===== src/hdl/bvm_pkg.sv =====
`timescale 1ns / 1ps
// ----------------------------------------------------------------------------
// bvm_pkg
// opcodes, widths and shared types of the byte machine execute block
// ----------------------------------------------------------------------------
package bvm_pkg;

    localparam int PROGRAM_DEPTH_DEF = 256;

    localparam int NUM_REGS = 16;
    localparam int REG_AW   = 4;
    localparam int DATA_W   = 8;

    localparam logic [7:0] OP_INC  = 8'h01;
    localparam logic [7:0] OP_DEC  = 8'h02;
    localparam logic [7:0] OP_MOV  = 8'h03;
    localparam logic [7:0] OP_MOVC = 8'h04;
    localparam logic [7:0] OP_LSL  = 8'h05;
    localparam logic [7:0] OP_LSR  = 8'h06;
    localparam logic [7:0] OP_JMP  = 8'h07;
    localparam logic [7:0] OP_JZ   = 8'h08;
    localparam logic [7:0] OP_JNZ  = 8'h09;
    localparam logic [7:0] OP_JFE  = 8'h0A;
    localparam logic [7:0] OP_RET  = 8'h0B;
    localparam logic [7:0] OP_ADD  = 8'h0C;
    localparam logic [7:0] OP_SUB  = 8'h0D;
    localparam logic [7:0] OP_XOR  = 8'h0E;
    localparam logic [7:0] OP_OR   = 8'h0F;
    localparam logic [7:0] OP_IN   = 8'h10;
    localparam logic [7:0] OP_OUT  = 8'h11;

    // bit positions of the result flags in m_axis_tuser
    localparam int UB_OUT_VALID = 0;
    localparam int UB_TAKEN     = 1;
    localparam int UB_ZERO      = 2;
    localparam int UB_END       = 3;
    localparam int UB_HALTED    = 4;
    localparam int OUT_USER_W   = 5;

    typedef struct packed {
        logic                we;
        logic [REG_AW-1:0]   waddr;
        logic [DATA_W-1:0]   wdata;
        logic                zero;
        logic                end_seen;
        logic                halted;
        logic                out_valid;
        logic [DATA_W-1:0]   out_char;
        logic                taken;
    } ex_res_t;

endpackage


===== src/hdl/bvm_regfile.sv =====
`timescale 1ns / 1ps
// ----------------------------------------------------------------------------
// bvm_regfile
// sixteen-entry register memory, one write and two registered reads,
// with reset-valid bits and write-to-read forwarding
// ----------------------------------------------------------------------------
module bvm_regfile
(
    input  logic                                clk,
    input  logic                                rst_n,
    input  logic                                rd_en,
    input  logic [bvm_pkg::REG_AW-1:0]          rx_addr,
    input  logic [bvm_pkg::REG_AW-1:0]          ry_addr,
    output logic [bvm_pkg::DATA_W-1:0]          rx_val,
    output logic [bvm_pkg::DATA_W-1:0]          ry_val,
    input  logic                                we,
    input  logic [bvm_pkg::REG_AW-1:0]          waddr,
    input  logic [bvm_pkg::DATA_W-1:0]          wdata
);

    logic [bvm_pkg::DATA_W-1:0]   mem [bvm_pkg::NUM_REGS];
    logic [bvm_pkg::NUM_REGS-1:0] vld_reg;
    logic [bvm_pkg::NUM_REGS-1:0] vld_next;

    logic [bvm_pkg::DATA_W-1:0]   rx_raw_reg;
    logic [bvm_pkg::DATA_W-1:0]   ry_raw_reg;
    logic [bvm_pkg::DATA_W-1:0]   fwd_data_reg;
    logic                         fwd_x_reg;
    logic                         fwd_y_reg;
    logic                         vld_x_reg;
    logic                         vld_y_reg;

    always_ff @(posedge clk)
    begin
        if (we)
        begin
            mem[waddr] <= wdata;
        end
        if (rd_en)
        begin
            rx_raw_reg   <= mem[rx_addr];
            ry_raw_reg   <= mem[ry_addr];
            fwd_data_reg <= wdata;
        end
    end

    always_comb
    begin
        vld_next = vld_reg;
        if (we)
        begin
            vld_next[waddr] = 1'b1;
        end
    end

    always_ff @(posedge clk or negedge rst_n)
    begin
        if (!rst_n)
        begin
            vld_reg   <= '0;
            fwd_x_reg <= 1'b0;
            fwd_y_reg <= 1'b0;
            vld_x_reg <= 1'b0;
            vld_y_reg <= 1'b0;
        end
        else
        begin
            vld_reg <= vld_next;
            if (rd_en)
            begin
                // a write landing on the same edge wins over the array read
                fwd_x_reg <= we && (waddr == rx_addr);
                fwd_y_reg <= we && (waddr == ry_addr);
                vld_x_reg <= vld_reg[rx_addr];
                vld_y_reg <= vld_reg[ry_addr];
            end
        end
    end

    // entries never written read as zero
    assign rx_val = fwd_x_reg ? fwd_data_reg : (vld_x_reg ? rx_raw_reg : '0);
    assign ry_val = fwd_y_reg ? fwd_data_reg : (vld_y_reg ? ry_raw_reg : '0);

endmodule


===== src/hdl/bvm_alu.sv =====
`timescale 1ns / 1ps
// ----------------------------------------------------------------------------
// bvm_alu
// decode and execute of one instruction: register result, flags and next pc
// ----------------------------------------------------------------------------
module bvm_alu
#(
    parameter int PROGRAM_DEPTH = bvm_pkg::PROGRAM_DEPTH_DEF
)
(
    input  logic [7:0]                          opcode,
    input  logic [7:0]                          operand,
    input  logic [7:0]                          input_char,
    input  logic                                input_end,
    input  logic [$clog2(PROGRAM_DEPTH)-1:0]    jump_off,
    input  logic [bvm_pkg::DATA_W-1:0]          rx_val,
    input  logic [bvm_pkg::DATA_W-1:0]          ry_val,
    input  logic                                zero_in,
    input  logic                                end_in,
    input  logic                                halted_in,
    input  logic [$clog2(PROGRAM_DEPTH)-1:0]    pc_in,
    output bvm_pkg::ex_res_t                    res,
    output logic [$clog2(PROGRAM_DEPTH)-1:0]    pc_out
);

    localparam int PC_W = $clog2(PROGRAM_DEPTH);

    logic                         set_zero;
    logic                         do_jump;
    logic                         do_step;
    logic [bvm_pkg::DATA_W-1:0]   new_rx;
    logic [PC_W-1:0]              pc_add;
    logic [PC_W:0]                pc_sum;

    always_comb
    begin
        res           = '0;
        res.waddr     = operand[bvm_pkg::REG_AW-1:0];
        res.wdata     = rx_val;
        res.end_seen  = end_in;
        res.halted    = halted_in;
        set_zero      = 1'b0;
        do_jump       = 1'b0;
        do_step       = 1'b1;

        case (opcode)
            bvm_pkg::OP_INC:
            begin
                res.we    = 1'b1;
                res.wdata = rx_val + 8'd1;
                set_zero  = 1'b1;
            end
            bvm_pkg::OP_DEC:
            begin
                res.we    = 1'b1;
                res.wdata = rx_val - 8'd1;
                set_zero  = 1'b1;
            end
            bvm_pkg::OP_MOV:
            begin
                res.we    = 1'b1;
                res.wdata = ry_val;
            end
            bvm_pkg::OP_MOVC:
            begin
                res.we    = 1'b1;
                res.waddr = '0;
                res.wdata = operand;
            end
            bvm_pkg::OP_LSL:
            begin
                res.we    = 1'b1;
                res.wdata = {rx_val[6:0], 1'b0};
                set_zero  = 1'b1;
            end
            bvm_pkg::OP_LSR:
            begin
                res.we    = 1'b1;
                res.wdata = {1'b0, rx_val[7:1]};
                set_zero  = 1'b1;
            end
            bvm_pkg::OP_JMP: do_jump = 1'b1;
            bvm_pkg::OP_JZ:  do_jump = zero_in;
            bvm_pkg::OP_JNZ: do_jump = !zero_in;
            bvm_pkg::OP_JFE: do_jump = end_in;
            bvm_pkg::OP_RET:
            begin
                res.halted = 1'b1;
                do_step    = 1'b0;
            end
            bvm_pkg::OP_ADD:
            begin
                res.we    = 1'b1;
                res.wdata = rx_val + ry_val;
                set_zero  = 1'b1;
            end
            bvm_pkg::OP_SUB:
            begin
                res.we    = 1'b1;
                res.wdata = rx_val - ry_val;
                set_zero  = 1'b1;
            end
            bvm_pkg::OP_XOR:
            begin
                res.we    = 1'b1;
                res.wdata = rx_val ^ ry_val;
                set_zero  = 1'b1;
            end
            bvm_pkg::OP_OR:
            begin
                res.we    = 1'b1;
                res.wdata = rx_val | ry_val;
                set_zero  = 1'b1;
            end
            bvm_pkg::OP_IN:
            begin
                if (input_end)
                begin
                    res.end_seen = 1'b1;
                end
                else
                begin
                    res.we    = 1'b1;
                    res.wdata = input_char;
                    res.taken = 1'b1;
                end
                set_zero = 1'b1;
            end
            bvm_pkg::OP_OUT:
            begin
                res.out_valid = 1'b1;
                res.out_char  = rx_val;
            end
            default:
            begin
                do_step = 1'b1;
            end
        endcase

        // flag-setting ops always target rx
        new_rx   = res.we ? res.wdata : rx_val;
        res.zero = set_zero ? (new_rx == '0) : zero_in;

        // a halted machine ignores everything
        if (halted_in)
        begin
            res          = '0;
            res.zero     = zero_in;
            res.end_seen = end_in;
            res.halted   = 1'b1;
            do_jump      = 1'b0;
            do_step      = 1'b0;
        end
    end

    // both addends are below the depth, so one subtract wraps the sum
    always_comb
    begin
        if (do_jump)
        begin
            pc_add = jump_off;
        end
        else if (do_step)
        begin
            pc_add = PC_W'(1);
        end
        else
        begin
            pc_add = '0;
        end
        pc_sum = {1'b0, pc_in} + {1'b0, pc_add};
        if (pc_sum >= (PC_W+1)'(PROGRAM_DEPTH))
        begin
            pc_sum = pc_sum - (PC_W+1)'(PROGRAM_DEPTH);
        end
        pc_out = pc_sum[PC_W-1:0];
    end

endmodule


===== src/hdl/byte_vm_instruction_execute.sv =====
`timescale 1ns / 1ps
// ----------------------------------------------------------------------------
// byte_vm_instruction_execute
// two-stage execute core of an eight-bit register machine
// ----------------------------------------------------------------------------
// Takes one instruction word per cycle and returns one result word per
// instruction, valid once the execute stage passes it to the output register.
// The sixteen registers live in a synchronous memory: operands are read on the
// accept edge, the execute cycle computes the result and writes it back on the
// edge that moves it to the output register, and a write that meets a read of
// the same register on one edge is forwarded. Registers read as zero until
// written. The output register takes a new result as the waiting one leaves,
// so the rate is one instruction per cycle whenever m_axis_tready stays high.
// ----------------------------------------------------------------------------
module byte_vm_instruction_execute
#(
    parameter int PROGRAM_DEPTH = bvm_pkg::PROGRAM_DEPTH_DEF
)
(
    input  logic                                clk,
    input  logic                                rst_n,
    input  logic                                s_axis_tvalid,
    output logic                                s_axis_tready,
    // opcode[7:0], operand[15:8], input_char[23:16]
    input  logic [23:0]                         s_axis_tdata,
    // input_end[0]
    input  logic [0:0]                          s_axis_tuser,
    output logic                                m_axis_tvalid,
    input  logic                                m_axis_tready,
    // next_pc[7:0], out_char[15:8]
    output logic [15:0]                         m_axis_tdata,
    // out_valid[0], input_taken[1], zero_out[2], end_seen_out[3], halted_out[4]
    output logic [bvm_pkg::OUT_USER_W-1:0]      m_axis_tuser
);

    localparam int PC_W    = $clog2(PROGRAM_DEPTH);
    localparam int RW      = PC_W + 8;
    // smallest multiple of the depth that covers the largest backward jump
    localparam int DEPTH_C = PROGRAM_DEPTH * ((64 + PROGRAM_DEPTH - 1) / PROGRAM_DEPTH);
    localparam int BIAS    = DEPTH_C - 64;

    logic                          accept;
    logic                          advance;

    logic                          ex_valid_reg;
    logic                          ex_valid_next;
    logic [7:0]                    ex_opcode_reg;
    logic [7:0]                    ex_operand_reg;
    logic [7:0]                    ex_char_reg;
    logic                          ex_end_reg;
    logic [PC_W-1:0]               ex_off_reg;

    logic                          zero_reg;
    logic                          end_reg;
    logic                          halt_reg;
    logic [PC_W-1:0]               pc_reg;

    logic                          m_valid_reg;
    logic                          m_valid_next;
    logic [15:0]                   m_data_reg;
    logic [bvm_pkg::OUT_USER_W-1:0] m_user_reg;

    logic [7:0]                    in_operand;
    logic signed [7:0]             op_s;
    logic signed [7:0]             half_s;
    logic [6:0]                    half_biased;
    logic [RW-1:0]                 off_rem;
    logic [PC_W-1:0]               off_mod;

    logic [bvm_pkg::DATA_W-1:0]    rx_val;
    logic [bvm_pkg::DATA_W-1:0]    ry_val;
    bvm_pkg::ex_res_t              res;
    logic [PC_W-1:0]               pc_new;

    assign advance       = ex_valid_reg && (!m_valid_reg || m_axis_tready);
    assign s_axis_tready = !ex_valid_reg || advance;
    assign accept        = s_axis_tvalid && s_axis_tready;
    assign in_operand    = s_axis_tdata[15:8];

    // jump offset: signed operand halved toward zero, taken modulo depth
    always_comb
    begin
        op_s        = signed'(in_operand);
        half_s      = (op_s + ((op_s < 0) ? 8'sd1 : 8'sd0)) >>> 1;
        half_biased = 7'(half_s + 8'sd64);
        off_rem     = RW'(half_biased) + RW'(BIAS);
        for (int k = 6; k >= 0; k--)
        begin
            if (off_rem >= (RW'(PROGRAM_DEPTH) << k))
            begin
                off_rem = off_rem - (RW'(PROGRAM_DEPTH) << k);
            end
        end
        off_mod = off_rem[PC_W-1:0];
    end

    bvm_regfile u_regfile
    (
        .clk     (clk),
        .rst_n   (rst_n),
        .rd_en   (accept),
        .rx_addr (in_operand[bvm_pkg::REG_AW-1:0]),
        .ry_addr (in_operand[7:bvm_pkg::REG_AW]),
        .rx_val  (rx_val),
        .ry_val  (ry_val),
        .we      (advance && res.we),
        .waddr   (res.waddr),
        .wdata   (res.wdata)
    );

    bvm_alu #(.PROGRAM_DEPTH(PROGRAM_DEPTH)) u_alu
    (
        .opcode     (ex_opcode_reg),
        .operand    (ex_operand_reg),
        .input_char (ex_char_reg),
        .input_end  (ex_end_reg),
        .jump_off   (ex_off_reg),
        .rx_val     (rx_val),
        .ry_val     (ry_val),
        .zero_in    (zero_reg),
        .end_in     (end_reg),
        .halted_in  (halt_reg),
        .pc_in      (pc_reg),
        .res        (res),
        .pc_out     (pc_new)
    );

    always_comb
    begin
        ex_valid_next = ex_valid_reg;
        if (accept)
        begin
            ex_valid_next = 1'b1;
        end
        else if (advance)
        begin
            ex_valid_next = 1'b0;
        end

        m_valid_next = m_valid_reg;
        if (advance)
        begin
            m_valid_next = 1'b1;
        end
        else if (m_axis_tready)
        begin
            m_valid_next = 1'b0;
        end
    end

    always_ff @(posedge clk or negedge rst_n)
    begin
        if (!rst_n)
        begin
            ex_valid_reg <= 1'b0;
            m_valid_reg  <= 1'b0;
            zero_reg     <= 1'b0;
            end_reg      <= 1'b0;
            halt_reg     <= 1'b0;
            pc_reg       <= '0;
        end
        else
        begin
            ex_valid_reg <= ex_valid_next;
            m_valid_reg  <= m_valid_next;
            if (advance)
            begin
                zero_reg <= res.zero;
                end_reg  <= res.end_seen;
                halt_reg <= res.halted;
                pc_reg   <= pc_new;
            end
        end
    end

    always_ff @(posedge clk)
    begin
        if (accept)
        begin
            ex_opcode_reg  <= s_axis_tdata[7:0];
            ex_operand_reg <= in_operand;
            ex_char_reg    <= s_axis_tdata[23:16];
            ex_end_reg     <= s_axis_tuser[0];
            ex_off_reg     <= off_mod;
        end
        if (advance)
        begin
            m_data_reg <= {res.out_char, 8'(pc_new)};
            m_user_reg <= {res.halted, res.end_seen, res.zero, res.taken, res.out_valid};
        end
    end

    assign m_axis_tvalid = m_valid_reg;
    assign m_axis_tdata  = m_data_reg;
    assign m_axis_tuser  = m_user_reg;

endmodule


===== config.mk =====
export PLATFORM = sky130hd
export DESIGN_NAME = byte_vm_instruction_execute
export DESIGN_NICKNAME = d
export VERILOG_FILES = /design/src/hdl/bvm_pkg.sv /design/src/hdl/bvm_regfile.sv /design/src/hdl/bvm_alu.sv /design/src/hdl/byte_vm_instruction_execute.sv
export SDC_FILE = /design/constraint.sdc
export NUM_CORES = 1
export LEC_CHECK = 0
export BUFFER_PORTS_ARGS = -buffer_cell sky130_fd_sc_hd__clkbuf_2
export CAP_MARGIN = 15
export CORE_MARGIN = 5
export CORE_UTILIZATION = 45
export DETAILED_ROUTE_END_ITERATION = 7
export HOLD_SLACK_MARGIN = 0.12
export SYNTH_ARGS = -nofsm -noshare
export SYNTH_HDL_FRONTEND = slang
export SYNTH_SLANG_ARGS = --single-unit

===== constraint.sdc =====
create_clock -name clk -period 3.51 [get_ports clk]
set_clock_uncertainty 0.2 [all_clocks]
set_input_delay 0.702 -clock clk [delete_from_list [all_inputs] [get_ports clk]]
set_output_delay 0.702 -clock clk [all_outputs]
set_load 0.02 [all_outputs]

Word level (Yosys, flattened, before mapping)
Memories as Yosys holds them, arrays and structs flattened. A register that Yosys moved wholly into a read port is not among the register bits. Index checks and enable logic that the tools add are counted.

Eq/ne operators: 19. Muxes and demuxes: 45. $add $sub $neg: 16. Reductions and logical operators: 18. Magnitude comparators: 13. Bitwise gates (word level): 5.

Operators by type and width (number): two-way mux 16 bit (6); case mux 8 bit (11 select lines) (1); two-way mux 8 bit (9); equality test 8 x 4 -> 1 bit, second input constant (8); equality test 8 x 3 -> 1 bit, second input constant (4); two-way mux 26 bit (1); subtractor 8 x 1 -> 8 bit, second input constant (3); two-way mux 1 bit (21); equality test 8 x 2 -> 1 bit, second input constant (2); equality test 8 x 5 -> 1 bit, second input constant (2); greater-or-equal comparator 16 x 10 -> 1 bit, second input constant (1); greater-or-equal comparator 16 x 11 -> 1 bit, second input constant (1); greater-or-equal comparator 16 x 12 -> 1 bit, second input constant (1); greater-or-equal comparator 16 x 13 -> 1 bit, second input constant (1); greater-or-equal comparator 16 x 14 -> 1 bit, second input constant (1); greater-or-equal comparator 16 x 9 -> 1 bit, second input constant (1); bitwise OR 16 bit (1); subtractor 16 x 10 -> 16 bit, second input constant (1); subtractor 16 x 11 -> 16 bit, second input constant (1); subtractor 16 x 12 -> 16 bit, second input constant (1); subtractor 16 x 13 -> 16 bit, second input constant (1); subtractor 16 x 14 -> 16 bit, second input constant (1); subtractor 9 x 15 -> 16 bit, second input constant (1); greater-or-equal comparator 9 x 15 -> 1 bit, second input constant (1); 30 further kinds (45).

Output and inout port bits: 23. Bits in registers: 95. Word-level logic and storage cells: 139. Bits of input ports: 29. Memories: 1. RAM bits: 128.

Memories: u_regfile.mem (words 16, bits a word 8, rd ports 2, clocked after Yosys merged registers in 2, wr ports 1, RTL line bvm_regfile.sv:21) `logic [bvm_pkg::DATA_W-1:0] mem [bvm_pkg::NUM_REGS];`.

Logic depth before layout (Yosys ltp)
Depth in word-level cells: 19. Depth in mapped cells: 17. Depth with buffers taken out: 16.

Cells and area by module
From an unflattened synthesis, not the netlist that was laid out.

Cells, all modules: 800. Area total of the unflattened synthesis: 12411.9 um2.

Modules (own cells, without submodules): bvm_regfile (area each 8029.0 um2, instances 1, cells each 370, seq. area each 5064.9 um2); byte_vm_instruction_execute (area each 2253.4 um2, instances 1, cells each 102, seq. area each 1916.8 um2); bvm_alu (area each 2129.5 um2, instances 1, cells each 328, seq. area each 0.0 um2).

Worst setup path before layout
Ideal clock, no wire load.

Path type: reg-to-reg. Start point: reg ex_opcode_reg[4]. End point: reg u_regfile.fwd_data_reg[6] in the netlist's numbering, data pin. Arrival: 3.357 ns. Stages on the path, launching flop included: 15. Setup slack: -0.328 ns. Period minus slack after synthesis: 3.838 ns. Required time: 3.029 ns. Setup time: 0.281 ns. Path buffers: 2. Cells stage by stage: edfxtp_1 > clkbuf_1 > or4_1 > clkbuf_1 > nor3_2 > nand2_1 > ha_1 > fa_1 > nand2b_1 > a21oi_1 > nand3_1 > nand2_1 > xor2_1 > a21oi_2 > nor2_1.

RTL lines: start, declared (RTL line byte_vm_instruction_execute.sv:47) `logic [7:0] ex_opcode_reg;`; start signal, assigned (RTL line byte_vm_instruction_execute.sv:180) `ex_opcode_reg <= s_axis_tdata[7:0];`; end signal, assigned (RTL line bvm_regfile.sv:43) `fwd_data_reg <= wdata;`; end, declared (RTL line bvm_regfile.sv:27) `logic [bvm_pkg::DATA_W-1:0] fwd_data_reg;`.

Worst setup path after layout
Start point: reg ex_opcode_reg[5]. End point: reg zero_reg.

Word-level cells in the longest chain between the ends: 7. Elaborated cells between the ends (all ways): 20. Classes of those cells: eq/ne (11); mux (6); reduce/logical (3).

Ends and longest elaborated chain: equality test 8 x 1 -> 1 bit (tied with other cells) (RTL line bvm_alu.sv:46) `case (opcode)`; OR reduction 10 bit (no line); case mux 1 bit (2 select lines) (RTL line bvm_alu.sv:46); two-way mux 8 bit (RTL line bvm_alu.sv:141) `new_rx = res.we ? res.wdata : rx_val;`; zero test 8 bit (RTL line bvm_alu.sv:142) `res.zero = set_zero ? (new_rx == '0) : zero_in;`; two-way mux 1 bit (*) (RTL line bvm_alu.sv:142); two-way mux 26 bit (*) (RTL line bvm_alu.sv:145) `if (halted_in)`; end signal, assigned (RTL line byte_vm_instruction_execute.sv:168) `zero_reg <= res.zero;`; end, declared (RTL line byte_vm_instruction_execute.sv:53) `logic zero_reg;`.

Mark *: on every way between the ends. The rest lies on a longest branch, timed or not. A chain may end at the register's enable or synchronous reset.

==> summary.md <==
| Metric | Value |
|---|---|
| Outcome | finished, violations left |
| Failing checks | setup timing |
| RSZ-0062 raised after global routing | true |
| Drt initial violations | approximately 480 |
| Area growth syn-to-layout | 23.3% |
| Initial Util | 45.8% |
| Max reg flops | about 130 |
| Pleak | 5.81 nW |
| Clk buf depth | 3 |
| Post-route cell area | 14,700 µm² |
| Drt wl/cell | 24.7 µm |
| HP Start | s_axis_tdata[2] |
| IO Count | 52 |
| Die Area | 29,900 µm² |
| CP Max Fanout | 3 |
| Max Slew Vio Count | 0 |
| Most common cell after layout, fill and taps aside | edfxtp_1 |
| Clock Latency Late Sink | 0.55 ns |
| CTS tree | yes |
| Min cycle time layout | 3.62 ns |
| Post-synthesis cell type count | 67 |
| Global-route wire length before repair | 50.6 mm |
| Port-buffer cells | between 50 and 60 |
| Maxcap violations | 0 |
| Clk slew on worst S/H paths | 0.06 ns |
| CTS buffer count | 27 |
| Critical-path top delay cell | or4_4 |
| Setup crit start kind | flop |
| Ys flop type | edfxtp_1 |
| Dpl cell area | 13,400 µm² |
| Async S/R FF share, synth | roughly 14% |
| Worst Hold Class | in -> reg |
| Slowest stage delay, CP | 0.57 ns |
| Syn Inst Count | between 700 and 800 |
| TritonRoute pass-1 iters | 5 |
| Routed wire length | roughly 33 mm |
| Fin. Hold Viols | 0 |
| Setup Crit Path Kind | reg -> reg |
| Final setup margin | -0.108 ns |
| GRT Overall Usage | 21.7% |
| Post-synth EDFFs | 205 |
| WHS Endpoint | ex_opcode_reg[2] |
| Yosys reg bits | 238 |
| Hold WS | 0.148 ns |
| Worst vdd ir | between 0.3 and 0.4 mV |
| Antenna-violating nets left | 0 |
| # setup viols final | 19 |
| Share of cells above drive strength 1 | 36.5% |
| Power Dens Cells | 439 nW/µm² |
| Seq/Total Area, Yosys | 58.5% |
| Hold Path Depth | 1 |
| Die Width | 173 µm |
| Reg-to-Reg End | zero_reg |
| Vias in the first global route | ~8,300 |
| Final nets | 1,022 |
| CP required | ~3.8 ns |
| Netlist Area Pre-Place | 11,900 µm² |
| Period utilization | 103% |
| Placeable Area | between 20,000 and 30,000 µm² |
| Rel. slew slack | 39.0% |
| Remaining DRCs | 0 |
| Num rows | 59 |
| Tot Pwr | ~6.5 mW |
| Largest net degree at the start of global routing | 35 |
| Cells along the critical path | or4_4 > nor3_4 > buf_6 > a21o_1 > inv_1 > ha_1 > nand3b_1 > nand2_2 > xor2_1 > a2111oi_2 > o2bb2ai_2 > nand3_1 > a2111o_1 > a21oi_1 |
| Actual slew at the worst max-slew pin | 0.915 ns |
| Clk sink count | about 240 |
| H-tree levels | 1 |
| Fmax | between 200 and 300 MHz |
| R2r startpoint | ex_opcode_reg[5] |
| CP endpoint kind | flop |
| Worst EP arrival | 3.89 ns |
| Via density | roughly 5.9 |
| Syn Area/Cell | 14.9 µm² |
| Die Span Y | approximately 170 µm |
| RD Place Congestion | between 0.9 and 1 |
| GR Overflow Total | 0 |
| YS warnings | 0 |
| Fin cells | between 1,000 and 1,500 |
| Commonest cells after routing, fill and taps aside | 205 x edfxtp_1, 105 x buf_4, 90 x mux4_2 |
| Final Core Density | 56.5% |
| Placed cell count | 1,252 |
| Post-detail-place hpwl | ~23 mm |
| Number of diodes | 0 |
| Worst R2R Path Depth | 14 |
| Vias | 7,794 |
| Initial antenna violation count | 0 |
| Syn_nets | 854 |
| Clock root buffer master | clkbuf_16 |
| R2r setup slk | -0.11 ns |
cells in the mapped netlist (all sizes together) (6+ instances only):
cell type,count,share of area (%)
buf,9,0.36
ha,24,2.5
nand2b,10,0.52
and2,9,0.47
nor2,70,2.2
or2,19,1.0
inv,25,0.79
dfrtp,33,6.9
mux2,10,0.94
a31oi,9,0.47
nand2,40,1.3
o22ai,6,0.31
mux4,90,17
clkbuf,36,1.1
nor3,8,0.46
edfxtp,205,52
a21oi,28,1.2
a22oi,13,0.82
xnor2,21,1.5
o21ai,21,0.88
xor2,8,0.59
nand3,12,0.50
cell type report:
cell class,instances,area [µm²]
Clock buffer,33,708
Clock inverter,17,229
Fill cell,2095,11300
Inverter,25,93.8
Multi-Input combinational cell,491,4850
Sequential cell,238,6980
Tap cell,335,419
Timing Repair Buffer,184,1440
power breakdown:
part,internal (mW),total (mW),switching [mW],leakage (nW)
sequential,3.11,3.14,0.0340,2.70
clock,1.81,2.96,1.14,0.463
combinational,0.144,0.367,0.223,2.65
routing by layer:
layer	vias up	track usage, %	wire length [µm]
met5	-	0	0
met1	3969	28.2	13400
met2	239	38.0	16900
li1	3516	-	-
met4	0	7.01	1090
met3	70	2.86	1310
through the flow:
stage | TNS [ns] | setup slack [ns]
2_1_floorplan | 0 | 0.00628
3_3_place_gp | -16.62 | -0.374
3_5_place_dp | -33.93 | -0.403
4_1_cts | -0.348 | -0.181
5_1_grt | -7.72 | -0.246
6_report | -1.11 | -0.108
repair_timing:
item                                   4_1_cts  5_1_grt
cloned                                       0        0
setup endpoints to repair                  124      102
endpoints found under the hold margin       48        0
pin swaps                                    4        7
hold buffers                                16        0
buffers inserted                             2        3
resized for setup                           23       13
worst max path at each step:
stage                                    from             endpoint  slack, ns  cells after the start
after floorplan           u_regfile.fwd_y_reg      m_axis_tuser[2]      0.006                     16
after global placement       ex_opcode_reg[5]      m_axis_tuser[2]      -0.37                     12
after detailed placement  u_regfile.vld_y_reg  u_regfile.mem[8][3]      -0.40                     12
after CTS                    ex_opcode_reg[6]             zero_reg      -0.18                     14
after global routing         ex_opcode_reg[6]      m_axis_tuser[2]      -0.25                     14
final                        ex_opcode_reg[5]             zero_reg      -0.11                     14
worst max-delay path, delay by kind of cell (launching register included):
kind / cells / cell delay, ns
and+or+nand+nor: 5 / 1.06
DFF: 1 / 0.38
AOI/OAI and AO/OA: 5 / 1.25
buffers and inverters: 2 / 0.20
adders and majority gates: 1 / 0.27
xor gates and xnor gates: 1 / 0.17
kinds of logic (layout without fill, tap and decap cells):
family | Yosys count | in the layout | share of synthesized area [%]
buffers and inverters | 70 | 259 | 2.28
xor gates and xnor gates | 29 | 29 | 2.13
AOI/OAI and AO/OA | 129 | 129 | 7.35
DFF | 238 | 238 | 58.5
muxes | 105 | 105 | 18.3
adders and majority gates | 26 | 26 | 2.85
and+or+nand+nor | 202 | 202 | 8.54
No activity file was read; power rests on OpenSTA's default activity.
